## src/hdl/rim_pkg.sv

```systemverilog
package rim_pkg;

  typedef logic [7:0]  refs_t;
  typedef logic [31:0] cnt_t;
  typedef logic [47:0] tstamp_t;
  typedef logic [31:0] delay_t;

  localparam logic [2:0] REQ_TICK         = 3'd0;
  localparam logic [2:0] REQ_GET          = 3'd1;
  localparam logic [2:0] REQ_PUT          = 3'd2;
  localparam logic [2:0] REQ_TOUCH        = 3'd3;
  localparam logic [2:0] REQ_WAKE         = 3'd4;
  localparam logic [2:0] REQ_FORCE_IDLE   = 3'd5;
  localparam logic [2:0] REQ_FORCE_ACTIVE = 3'd6;

  localparam int unsigned CFG_IDX_W  = 2;
  localparam int unsigned CFG_DATA_W = 32;

  localparam logic [CFG_IDX_W-1:0] CFG_IDLE_DELAY = 2'd0;
  localparam logic [CFG_IDX_W-1:0] CFG_CONSOLE    = 2'd1;
  localparam logic [CFG_IDX_W-1:0] CFG_DISPLAY    = 2'd2;

  localparam delay_t DELAY_RESET = 32'd30000;

  typedef struct packed {
    logic [2:0] req_type;
    logic       caller_holds;
  } in_word_t;

  typedef struct packed {
    logic    idle_now;
    logic    screen_off;
    logic    black_frame;
    logic    screen_on;
    logic    repaint_request;
    refs_t   refs_held;
    logic    caller_holds_after;
    cnt_t    idle_entries;
    cnt_t    wake_entries;
    cnt_t    touch_wakes;
    tstamp_t idle_time_total;
    tstamp_t active_time_total;
  } out_word_t;

  typedef struct packed {
    delay_t idle_delay_ticks;
    logic   console_mode;
    logic   display_present;
  } cfg_t;

endpackage

```

## src/hdl/rim_cfg_regs.sv

```systemverilog
module rim_cfg_regs (
  input  logic                            clk_i,
  input  logic                            rst_ni,
  input  logic                            cfg_valid_i,
  output logic                            cfg_ready_o,
  input  logic [rim_pkg::CFG_IDX_W-1:0]   cfg_index_i,
  input  logic [rim_pkg::CFG_DATA_W-1:0]  cfg_data_i,
  output rim_pkg::cfg_t                   cfg_o
);

  rim_pkg::cfg_t cfg_q, cfg_d;

  assign cfg_ready_o = 1'b1;
  assign cfg_o       = cfg_q;

  always_comb begin
    cfg_d = cfg_q;
    if (cfg_valid_i) begin
      unique case (cfg_index_i)
        rim_pkg::CFG_IDLE_DELAY: cfg_d.idle_delay_ticks = rim_pkg::delay_t'(cfg_data_i);
        rim_pkg::CFG_CONSOLE:    cfg_d.console_mode     = cfg_data_i[0];
        rim_pkg::CFG_DISPLAY:    cfg_d.display_present  = cfg_data_i[0];
        default:                 cfg_d = cfg_q;
      endcase
    end
  end

  always_ff @(posedge clk_i or negedge rst_ni) begin
    if (!rst_ni) begin
      cfg_q.idle_delay_ticks <= rim_pkg::DELAY_RESET;
      cfg_q.console_mode     <= 1'b0;
      cfg_q.display_present  <= 1'b1;
    end else begin
      cfg_q <= cfg_d;
    end
  end

endmodule

```

## src/hdl/rim_engine.sv

```systemverilog
module rim_engine #(
  parameter int unsigned REF_WIDTH   = 8,
  parameter int unsigned TIME_WIDTH  = 48,
  parameter int unsigned COUNT_WIDTH = 32
) (
  input  logic               clk_i,
  input  logic               rst_ni,
  input  logic               fire_i,
  input  rim_pkg::in_word_t  item_i,
  input  rim_pkg::cfg_t      cfg_i,
  output rim_pkg::out_word_t res_o
);

  logic                   idle_q, idle_d;
  logic [REF_WIDTH-1:0]   ref_q, ref_d;
  logic                   armed_q, armed_d;
  rim_pkg::delay_t        cd_q, cd_d;
  logic [TIME_WIDTH-1:0]  elapsed_q, elapsed_d;
  logic [TIME_WIDTH-1:0]  idle_acc_q, idle_acc_d;
  logic [TIME_WIDTH-1:0]  act_acc_q, act_acc_d;
  logic [COUNT_WIDTH-1:0] idle_cnt_q, idle_cnt_d;
  logic [COUNT_WIDTH-1:0] wake_cnt_q, wake_cnt_d;
  logic [COUNT_WIDTH-1:0] touch_cnt_q, touch_cnt_d;

  logic                  may_arm, is_tick, chg, to_idle, by_touch;
  logic                  off, black, on, repaint, holds_after;
  logic [TIME_WIDTH-1:0] elapsed_use;

  assign may_arm     = !cfg_i.console_mode && (cfg_i.idle_delay_ticks != '0);
  assign is_tick     = (item_i.req_type == rim_pkg::REQ_TICK);
  assign elapsed_use = elapsed_q + TIME_WIDTH'(is_tick);

  always_comb begin
    ref_d       = ref_q;
    armed_d     = armed_q;
    cd_d        = cd_q;
    chg         = 1'b0;
    to_idle     = 1'b0;
    by_touch    = 1'b0;
    off         = 1'b0;
    black       = 1'b0;
    on          = 1'b0;
    repaint     = 1'b0;
    holds_after = item_i.caller_holds;

    unique case (item_i.req_type)
      rim_pkg::REQ_TICK: begin
        if (armed_q) begin
          if (cd_q[31:1] == '0) begin
            armed_d = 1'b0;
            cd_d    = '0;
            if (!idle_q) begin
              chg     = 1'b1;
              to_idle = 1'b1;
              black   = cfg_i.display_present;
              off     = 1'b1;
            end
          end else begin
            cd_d = cd_q - 32'd1;
          end
        end
      end
      rim_pkg::REQ_GET: begin
        if (ref_q != '1) ref_d = ref_q + REF_WIDTH'(1);
        holds_after = 1'b1;
        if (!cfg_i.console_mode) begin
          armed_d = 1'b0;
          cd_d    = '0;
          if (idle_q) begin
            chg = 1'b1;
            on  = 1'b1;
          end
        end
      end
      rim_pkg::REQ_PUT: begin
        holds_after = 1'b0;
        if (item_i.caller_holds && ref_q != '0) begin
          ref_d = ref_q - REF_WIDTH'(1);
          if (ref_q == REF_WIDTH'(1) && may_arm && !armed_q) begin
            armed_d = 1'b1;
            cd_d    = cfg_i.idle_delay_ticks;
          end
        end
      end
      rim_pkg::REQ_TOUCH: begin
        if (may_arm && ref_q == '0) begin
          armed_d = 1'b1;
          cd_d    = cfg_i.idle_delay_ticks;
        end
      end
      rim_pkg::REQ_WAKE: begin
        if (idle_q) begin
          chg      = 1'b1;
          by_touch = 1'b1;
          on       = 1'b1;
          repaint  = 1'b1;
          if (may_arm && ref_q == '0 && !armed_q) begin
            armed_d = 1'b1;
            cd_d    = cfg_i.idle_delay_ticks;
          end
        end
      end
      rim_pkg::REQ_FORCE_IDLE: begin
        armed_d = 1'b0;
        cd_d    = '0;
        if (!idle_q) begin
          chg     = 1'b1;
          to_idle = 1'b1;
          off     = 1'b1;
        end
      end
      rim_pkg::REQ_FORCE_ACTIVE: begin
        armed_d = 1'b0;
        cd_d    = '0;
        if (idle_q) begin
          chg = 1'b1;
          on  = 1'b1;
        end
      end
      default: begin
      end
    endcase
  end

  always_comb begin
    idle_d      = idle_q;
    elapsed_d   = elapsed_use;
    idle_acc_d  = idle_acc_q;
    act_acc_d   = act_acc_q;
    idle_cnt_d  = idle_cnt_q;
    wake_cnt_d  = wake_cnt_q;
    touch_cnt_d = touch_cnt_q;
    if (chg) begin
      if (idle_q) idle_acc_d = idle_acc_q + elapsed_use;
      else        act_acc_d  = act_acc_q + elapsed_use;
      elapsed_d = '0;
      idle_d    = to_idle;
      if (to_idle) begin
        idle_cnt_d = idle_cnt_q + COUNT_WIDTH'(1);
      end else begin
        wake_cnt_d = wake_cnt_q + COUNT_WIDTH'(1);
        if (by_touch) touch_cnt_d = touch_cnt_q + COUNT_WIDTH'(1);
      end
    end
  end

  always_comb begin
    res_o.idle_now           = idle_d;
    res_o.screen_off         = off;
    res_o.black_frame        = black;
    res_o.screen_on          = on;
    res_o.repaint_request    = repaint;
    res_o.refs_held          = rim_pkg::refs_t'(ref_d);
    res_o.caller_holds_after = holds_after;
    res_o.idle_entries       = rim_pkg::cnt_t'(idle_cnt_d);
    res_o.wake_entries       = rim_pkg::cnt_t'(wake_cnt_d);
    res_o.touch_wakes        = rim_pkg::cnt_t'(touch_cnt_d);
    res_o.idle_time_total    = rim_pkg::tstamp_t'(idle_acc_d);
    res_o.active_time_total  = rim_pkg::tstamp_t'(act_acc_d);
  end

  always_ff @(posedge clk_i or negedge rst_ni) begin
    if (!rst_ni) begin
      idle_q      <= 1'b0;
      ref_q       <= '0;
      armed_q     <= 1'b0;
      cd_q        <= '0;
      elapsed_q   <= '0;
      idle_acc_q  <= '0;
      act_acc_q   <= '0;
      idle_cnt_q  <= '0;
      wake_cnt_q  <= '0;
      touch_cnt_q <= '0;
    end else if (fire_i) begin
      idle_q      <= idle_d;
      ref_q       <= ref_d;
      armed_q     <= armed_d;
      cd_q        <= cd_d;
      elapsed_q   <= elapsed_d;
      idle_acc_q  <= idle_acc_d;
      act_acc_q   <= act_acc_d;
      idle_cnt_q  <= idle_cnt_d;
      wake_cnt_q  <= wake_cnt_d;
      touch_cnt_q <= touch_cnt_d;
    end
  end

`ifndef SYNTHESIS
  a_black_needs_off: assert property (@(posedge clk_i) disable iff (!rst_ni)
    fire_i && res_o.black_frame |-> res_o.screen_off)
    else $error("black frame without screen off");

  a_armed_nonzero: assert property (@(posedge clk_i) disable iff (!rst_ni)
    armed_q |-> cd_q != '0)
    else $error("countdown armed at zero");

  a_idle_entry_counted: assert property (@(posedge clk_i) disable iff (!rst_ni)
    fire_i && !idle_q && idle_d |=> idle_cnt_q == $past(idle_cnt_q) + COUNT_WIDTH'(1))
    else $error("idle entry not counted");

  a_flag_follows: assert property (@(posedge clk_i) disable iff (!rst_ni)
    fire_i |=> idle_q == $past(res_o.idle_now))
    else $error("idle flag differs from reported value");
`endif

endmodule

```

## src/hdl/refcounted_idle_manager_core.sv

```systemverilog
// Refcounted display idle manager.
// Input channel (in_valid_i / in_stall_o / in_data_i): one event word per
// accepted cycle: tick, ref get/put, touch activity, touch wake, force idle,
// force active. Output channel (out_valid_o / out_stall_i / out_data_o): one
// result word per event, in order, with the idle flag, the screen pulses,
// the reference count and the transition statistics after that event.
// Config channel (cfg_valid_i / cfg_ready_o): register index and data, always
// ready; write only while no event is in flight.
// Path: an accepted word goes into the input register, then through a
// single-pass state update into the result register.
// Throughput: one event per cycle while the result is not stalled; the state
// update is one pass of compares and adds into the result register.
// Stall: a stalled result holds; the input register takes one more word, then
// in_stall_o rises until the result is taken.
// Reset: active, zero references, countdown disarmed, all counters zero,
// idle delay 30000 ticks, console mode off, display present.
module refcounted_idle_manager_core #(
  parameter int unsigned REF_WIDTH   = 8,
  parameter int unsigned TIME_WIDTH  = 48,
  parameter int unsigned COUNT_WIDTH = 32
) (
  input  logic                            clk_i,
  input  logic                            rst_ni,
  input  logic                            in_valid_i,
  output logic                            in_stall_o,
  input  rim_pkg::in_word_t               in_data_i,
  output logic                            out_valid_o,
  input  logic                            out_stall_i,
  output rim_pkg::out_word_t              out_data_o,
  input  logic                            cfg_valid_i,
  output logic                            cfg_ready_o,
  input  logic [rim_pkg::CFG_IDX_W-1:0]   cfg_index_i,
  input  logic [rim_pkg::CFG_DATA_W-1:0]  cfg_data_i
);

  rim_pkg::cfg_t      cfg;
  rim_pkg::in_word_t  in_data_q;
  rim_pkg::out_word_t out_data_q, res;
  logic               in_valid_q, in_valid_d, out_valid_q, out_valid_d;
  logic               advance, fire, in_take;

  assign advance    = !out_valid_q || !out_stall_i;
  assign fire       = in_valid_q && advance;
  assign in_stall_o = in_valid_q && !advance;
  assign in_take    = in_valid_i && !in_stall_o;

  assign out_valid_o = out_valid_q;
  assign out_data_o  = out_data_q;

  rim_cfg_regs u_cfg (
    .clk_i       (clk_i),
    .rst_ni      (rst_ni),
    .cfg_valid_i (cfg_valid_i),
    .cfg_ready_o (cfg_ready_o),
    .cfg_index_i (cfg_index_i),
    .cfg_data_i  (cfg_data_i),
    .cfg_o       (cfg)
  );

  rim_engine #(
    .REF_WIDTH   (REF_WIDTH),
    .TIME_WIDTH  (TIME_WIDTH),
    .COUNT_WIDTH (COUNT_WIDTH)
  ) u_engine (
    .clk_i  (clk_i),
    .rst_ni (rst_ni),
    .fire_i (fire),
    .item_i (in_data_q),
    .cfg_i  (cfg),
    .res_o  (res)
  );

  always_comb begin
    in_valid_d = in_valid_q;
    if (in_take)   in_valid_d = 1'b1;
    else if (fire) in_valid_d = 1'b0;
    out_valid_d = advance ? in_valid_q : out_valid_q;
  end

  always_ff @(posedge clk_i or negedge rst_ni) begin
    if (!rst_ni) begin
      in_valid_q  <= 1'b0;
      out_valid_q <= 1'b0;
    end else begin
      in_valid_q  <= in_valid_d;
      out_valid_q <= out_valid_d;
    end
  end

  always_ff @(posedge clk_i) begin
    if (in_take) in_data_q  <= in_data_i;
    if (fire)    out_data_q <= res;
  end

`ifndef SYNTHESIS
  a_in_held: assert property (@(posedge clk_i) disable iff (!rst_ni)
    in_valid_q && !advance |=> in_valid_q && $stable(in_data_q))
    else $error("pending input word lost");
`endif

endmodule

```

## config.mk

```make
export PLATFORM = sky130hd
export DESIGN_NAME = refcounted_idle_manager_core
export DESIGN_NICKNAME = d
export VERILOG_FILES = /design/src/hdl/rim_pkg.sv /design/src/hdl/rim_cfg_regs.sv /design/src/hdl/rim_engine.sv /design/src/hdl/refcounted_idle_manager_core.sv
export SDC_FILE = /design/constraint.sdc
export NUM_CORES = 1
export LEC_CHECK = 0
export BUFFER_PORTS_ARGS = -buffer_cell sky130_fd_sc_hd__clkbuf_2
export CORE_MARGIN = 2
export CORE_UTILIZATION = 60
export DETAILED_ROUTE_END_ITERATION = 8
export MAX_ROUTING_LAYER = met4
export PLACE_DENSITY = 0.8
export SYNTH_ARGS = -nofsm -noshare
export SYNTH_HDL_FRONTEND = slang
export SYNTH_SLANG_ARGS = --single-unit
```

## constraint.sdc

```tcl
create_clock -name clk_i -period 12.7 [get_ports clk_i]
set_clock_uncertainty 0.15 [all_clocks]
set_input_delay 0.635 -clock clk_i [delete_from_list [all_inputs] [get_ports clk_i]]
set_output_delay 0.635 -clock clk_i [all_outputs]
set_load 0.005 [all_outputs]
```

* Word-level counts from Yosys, hierarchy flattened *
Cells that the tools add are included.

storage, ports and cells
  logic and storage cells = 136
  bits of input ports = 43
  flip-flop bits (word level) = 528

cells by class
  reduce and logical (&&, ||, !) cells = 32
  bitwise operators = 3
  mux-type cells = 46
  equal/unequal tests = 17
  add/sub/neg operators = 9

operators with widths
  kind                                                                    count
  32-bit two-way mux                                                      15
  48-bit two-way mux                                                      5
  32-bit one-hot mux with 6 select lines                                  1
  32-bit by 1-bit adder with 32-bit output (second input constant)        3
  48-bit adder                                                            2
  48-bit by 1-bit adder with 48-bit output                                1
  32-bit nonzero test                                                     1
  32-bit by 1-bit subtractor with 32-bit output (second input constant)   1
  31-bit zero test                                                        1
  1-bit two-way mux                                                       17
  8-bit two-way mux                                                       2
  8-bit one-hot mux with 2 select lines                                   1
  2-bit by 1-bit != test with 1-bit output (second input constant)        6
  3-bit equality test (second input constant)                             3
  1-bit logical AND                                                       9
  9-bit AND reduction                                                     1
  8-bit by 1-bit adder with 8-bit output (second input constant)          1
  8-bit by 1-bit equality test with 1-bit output (second input constant)  1
  8-bit zero test                                                         1
  8-bit != test (second input constant)                                   1
  8-bit AND reduction                                                     1
  8-bit nonzero test                                                      1
  8-bit by 1-bit subtractor with 8-bit output (second input constant)     1
  3-bit by 2-bit equality test with 1-bit output (second input constant)  2
  other kinds (17)                                                        29

* Longest topological paths before layout *
  word-level depth = 7
  gate-level depth with buffers = 25
  gate-level depth less buffers = 24

* Hierarchy *
From an unflattened synthesis, not the netlist that was laid out.

second synthesis, totals
  cell total of the unflattened synthesis = 2762
  area, all modules = 28491.1 um^2

by module, submodules not included
  module                        sequential area each (um^2)  cells each  instances  area each (um^2)
  rim_engine                    7056.8                       2468        1          20769.9
  refcounted_idle_manager_core  6356.1                       218         1          6398.6
  rim_cfg_regs                  860.8                        76          1          1322.5

* Worst setup path before layout *
OpenSTA, ideal clock, no wires.

  path kind = input -> register
  start = input out_stall_i
  end = register out_data_q (netlist bit out_data_o[0]), enable pin
  setup slack = 4.909 ns
  stages on the path = 5
  required time = 11.899 ns
  arrival time = 6.990 ns
  library setup time = 0.651 ns
  path buffers = 2
  cell sequence = nand2_1 > nand2_1 > inv_2 > buf_1 > clkbuf_1

on the way
  cells in the longest elaborated chain, start to end = 3

ends and longest elaborated chain
  item                  RTL line                            source
  start, declared       refcounted_idle_manager_core.sv:28  input logic out_stall_i,
  1-bit zero test       refcounted_idle_manager_core.sv:42  assign advance = !out_valid_q || !out_stall_i;
  1-bit logical OR      refcounted_idle_manager_core.sv:42
  1-bit logical AND     refcounted_idle_manager_core.sv:43  assign fire = in_valid_q && advance;
  net fire              refcounted_idle_manager_core.sv:40  logic advance, fire, in_take;
  end signal, assigned  refcounted_idle_manager_core.sv:92  if (fire) out_data_q <= res;
  end, declared         refcounted_idle_manager_core.sv:38  rim_pkg::out_word_t out_data_q, res;

The timed path passes the listed nets, and every way through them passes these cells.
A chain may end at the register's enable or synchronous reset.

==> results by stage <==
STA:
- The number of hold violations in the final report is 0.
- Once routing completed, OpenROAD measured the worst setup slack at 5970 ps.
- The maximum operating frequency is ~150 MHz.
- Setup repair after global routing left no endpoint under its margin.
- The worst pin sits at a relative slew slack of between 20% and 30%.
- The worst path in the final design needs a cycle of between 6000 and 7000 ps, including I/O delays and setup.
- In the final timing run, aggregate negative setup slack is 0 ps.
- At the pin with the least slew margin, the transition time is between 1000 and 1500 ps.
- The count of pins over their slew limit came to 0.
- The number of failing setup endpoints in the final timing report is 0.
- The share of the cycle needed by the critical path after routing is between 50% and 60%.

Finish:
- The post-route core utilization is 68.5%.
- Leaving out fill and tap cells, the most frequent cell in the layout is sky130_fd_sc_hd__nand2_1.
- In the layout the commonest cells are sky130_fd_sc_hd__nand2_1, sky130_fd_sc_hd__dfrtp_1, sky130_fd_sc_hd__clkbuf_2.
- The number of nets in the finished design is between 3000 and 4000.
- The proportion of layout cells with a drive suffix above 1 is 14.8%.
- Compared with the post-synthesis result, the final layout area differs by 12.1%.

Flow run:
- The number of max-capacitance violations reported is 0.

CTS:
- The longest clock path from root to sink contains 3 buffers.
- After clock tree synthesis, the setup repair step added 0 buffers.
- The CTS tree is yes.
- CTS built an H-tree with a depth of 2.
- Counting every sink on the clock net gives 528.
- The root buffer selected by CTS is sky130_fd_sc_hd__clkbuf_16.
- The insertion delay of the later-clocked pin in the worst-skew pair is just over 600 ps.
- The clock slew seen by the registers of the worst setup and hold paths is ~60 ps.
- Buffers inserted during clock tree synthesis total 54.

Global route:
- The number of antenna violations at the first check in global routing is 1.
- The total congestion overflow is 0.
- Across every metal layer, demand over resource in global routing totals ~30%.
- The first global-routing pass estimated roughly 120000 µm of wire.
- The via count of the first global-routing pass came to ~22000.
- Entering global routing, the biggest net connects 130 pins.

Status:
- The flow ran to the end, and the final reports show no timing, DRC or antenna violations.

Placed design:
- Before CTS, the worst setup slack after placement is 6140 ps.
- The final weighted congestion in routability-driven placement is ~0.96.
- The count of input and output buffers is between 200 and 300.
- The detailed placement HPWL is approximately 51000 µm.

Floorplan:
- The die outline area is 49400 µm².
- The floorplan has 79 rows.
- The core region is 46800 µm².
- The count of boundary I/O pins is between 200 and 300.
- The height of the chip is around 220 µm.
- The initial utilization of the core area, before any placement, comes to about three fifths.
- The die outline width is ~220 µm.

Drt:
- The routed wire length is just over 70000 µm.
- Summing over every cut layer, the via total after detailed routing is 22600.
- The final routed DRC violation total is 0.
- Dividing the detail-routed via count by the number of cells gives ~6.1.
- The count of nets left with antenna violations after detail routing is 0.
- After detailed routing, the average wire length per cell comes to between 15 and 20 µm.
- The pre-antenna-repair detailed-routing pass consisted of 6 iterations.
- The count of routing violations after the opening detailed-route iteration is 2359.

Synthesis:
- The post-synth net total is a little over 3000.
- The number of warnings reported in the yosys synthesis log is 0.
- Counting flops with a built-in enable in the synthesized netlist gives between 200 and 250.
- The sequential share of the synthesized area is roughly half.
- The flip-flop and latch count after synthesis is 528.
- The cell count after synthesis came out at 2870.
- The number of distinct standard cells referenced by the synthesized netlist is between 80 and 90.
- For this run, the leading register cell type out of synthesis is sky130_fd_sc_hd__dfrtp_1.
- The post-synthesis instance area is 28600 µm².
- The synthesized area per cell is ~10 µm².
- Counting flops with an async set or reset pin after synthesis yields a share of around three fifths.

Worst setup path:
- In this run the worst setup path begins at in_data_q[2].
- The slack of the worst reg-to-reg path is 5970 ps.
- In this run the worst path has a maximum fanout of 11.
- The capturing point of the worst reg2reg path is out_data_o[93].
- The category of the worst setup path launch point is a flip-flop.
- STA puts the critical path data arrival time at between 6000 and 7000 ps.
- The worst setup path is captured at a flip-flop.
- The path type of the worst setup path is flip-flop to flip-flop.
- The termination of the worst setup path is out_data_o[93].
- The path depth of the worst reg2reg path is 23.
- The critical path data required time is around 13000 ps.
- In this run the critical register-to-register path is launched from in_data_q[2].

Power:
- The worst-case IR drop observed on VDD is around 110 µV.
- For this design the static power due to leakage is roughly 15 nW.
- Dividing total power by cell area gives a power density of roughly 140 nW/µm².

Min path:
- The worst hold path belongs to the class input port to flip-flop.
[sequential cells by signal (all words and copies together) (netlist names)]
name / flops
u_engine.cd_q: 32
u_engine.wake_cnt_q: 32
u_engine.idle_q: 1
in_data_q: 4
u_engine.act_acc_q: 48
out_data_o: 206
u_engine.armed_q: 1
in_valid_q: 1
u_engine.touch_cnt_q: 32
u_engine.elapsed_q: 48
u_engine.ref_q: 8
u_engine.idle_acc_q: 48
u_cfg.cfg_o: 34
out_valid_o: 1
u_engine.idle_cnt_q: 32
[cell type report]
class,instances,area [µm²]
antenna,1,2.50
clock buffer,69,1470
timing repair buffer,268,1400
inverter,49,196
multi-input combinational,2144,13600
tap,607,759
fill,3493,14700
sequential,528,14300
clock inverter,33,358
[worst min path at each step]
stage / to / slack (ps) / cells past startpoint / start
floorplan: in_valid_q / 190 / 0 / rst_ni
global placement: u_engine.elapsed_q[44] / 320 / 1 / u_engine.elapsed_q[44]
detailed placement: u_engine.wake_cnt_q[31] / 330 / 1 / u_engine.wake_cnt_q[31]
CTS: in_data_q[0] / 20 / 1 / in_data_i[0]
global route: in_data_q[0] / 40 / 1 / in_data_i[0]
finish: in_data_q[0] / 50 / 1 / in_data_i[0]
[layer usage]
metal  part of all wire, %  track usage, %  vias to the layer above
met2                    46            46.4                      915
met1                    45            41.8                    11000
met5                     0               -                        -
li1                      -               -                    10600
met3                   6.4            3.60                      140
met4                   2.4            8.11                        0
[metrics by stage]
stage	power (mW)	cell area [µm²]	instances	hold WS (ps)
6_report	4.41	32000	3699	47.5
5_1_grt	4.59	32000	3698	38.9
4_1_cts	4.43	32000	3698	19.9
3_5_place_dp	2.80	30200	3595	331
3_3_place_gp	2.76	30200	3595	321
2_1_floorplan	2.55	28600	2870	189
[Yosys cell counts (all sizes together) (5+ instances only)]
| cell | n | area share, % |
|---|---|---|
| and3 | 54 | 1.2 |
| a31oi | 29 | 0.63 |
| clkbuf | 125 | 1.6 |
| nand2 | 504 | 6.6 |
| nand4 | 60 | 1.3 |
| xor2 | 151 | 4.6 |
| o211ai | 7 | 0.18 |
| o21ai | 222 | 3.9 |
| a22oi | 18 | 0.47 |
| xnor2 | 180 | 5.5 |
| nor4 | 23 | 0.56 |
| nor2 | 157 | 2.1 |
| nand2b | 8 | 0.18 |
| or4 | 6 | 0.18 |
| edfxtp | 210 | 22 |
| a21o | 82 | 2.2 |
| nor3 | 47 | 0.86 |
| mux2 | 69 | 2.7 |
| a32oi | 8 | 0.25 |
| a21oi | 128 | 2.2 |
| or2 | 7 | 0.15 |
| o31ai | 17 | 0.45 |
| a22o | 30 | 0.92 |
| inv | 47 | 0.62 |
| o41ai | 5 | 0.15 |
| and4 | 13 | 0.40 |
| dfrtp | 310 | 27 |
| o21a | 7 | 0.18 |
| ha | 104 | 4.6 |
| dfstp | 8 | 0.74 |
| buf | 24 | 0.39 |
| and2 | 20 | 0.44 |
| nor2b | 9 | 0.20 |
| o21bai | 22 | 0.58 |
| or3 | 11 | 0.24 |
| a211oi | 10 | 0.26 |
| nand3 | 81 | 1.4 |
[critical path, cell delays in order (launching register included)]
cell and delay [ps]:
sky130_fd_sc_hd__edfxtp_1 530, sky130_fd_sc_hd__nor2_1 270, sky130_fd_sc_hd__nand2_1 170, sky130_fd_sc_hd__inv_1 80, sky130_fd_sc_hd__ha_1 190, sky130_fd_sc_hd__ha_1 210, sky130_fd_sc_hd__and3_1 230, sky130_fd_sc_hd__and4_1 240
sky130_fd_sc_hd__and4_1 260, sky130_fd_sc_hd__nand2_1 140, sky130_fd_sc_hd__nor3_1 620, sky130_fd_sc_hd__nand2_1 160, sky130_fd_sc_hd__xnor2_1 230, sky130_fd_sc_hd__ha_1 470, sky130_fd_sc_hd__inv_1 100, sky130_fd_sc_hd__o31ai_1 260
sky130_fd_sc_hd__o22ai_1 140, sky130_fd_sc_hd__and2_1 170, sky130_fd_sc_hd__a2111oi_0 950, sky130_fd_sc_hd__o2111ai_1 200, sky130_fd_sc_hd__a21bo_2 260, sky130_fd_sc_hd__a21oi_1 150, sky130_fd_sc_hd__xnor2_1 150, sky130_fd_sc_hd__o21ai_0 100
[power by group]
part | internal, mW | leakage [nW] | switching, mW
registers | 1.97 | 6.37 | 0.159
clock network | 0.942 | 0.895 | 0.686
logic | 0.239 | 7.71 | 0.415
total | 3.15 | 15.0 | 1.26
[what timing repair did]
action | 4_1_cts | 5_1_grt
endpoints found under the hold margin | 27 | 0
setup endpoints to repair | 0 | 0
hold buffers | 1 | 0
resized for setup | 0 | 0
[cells by family after synthesis]
logic type | synth area share (%)
AO/OA/AOI/OAI | 13.5
XOR/XNOR | 10.1
adder cells (fa/ha/maj) | 4.69
buffers and inverters | 2.69
flip-flops | 49.9
multiplexers | 2.79
other | 0.0131
AND/OR/NAND/NOR | 16.2
Note: power is estimated with default switching activity, not from simulation.
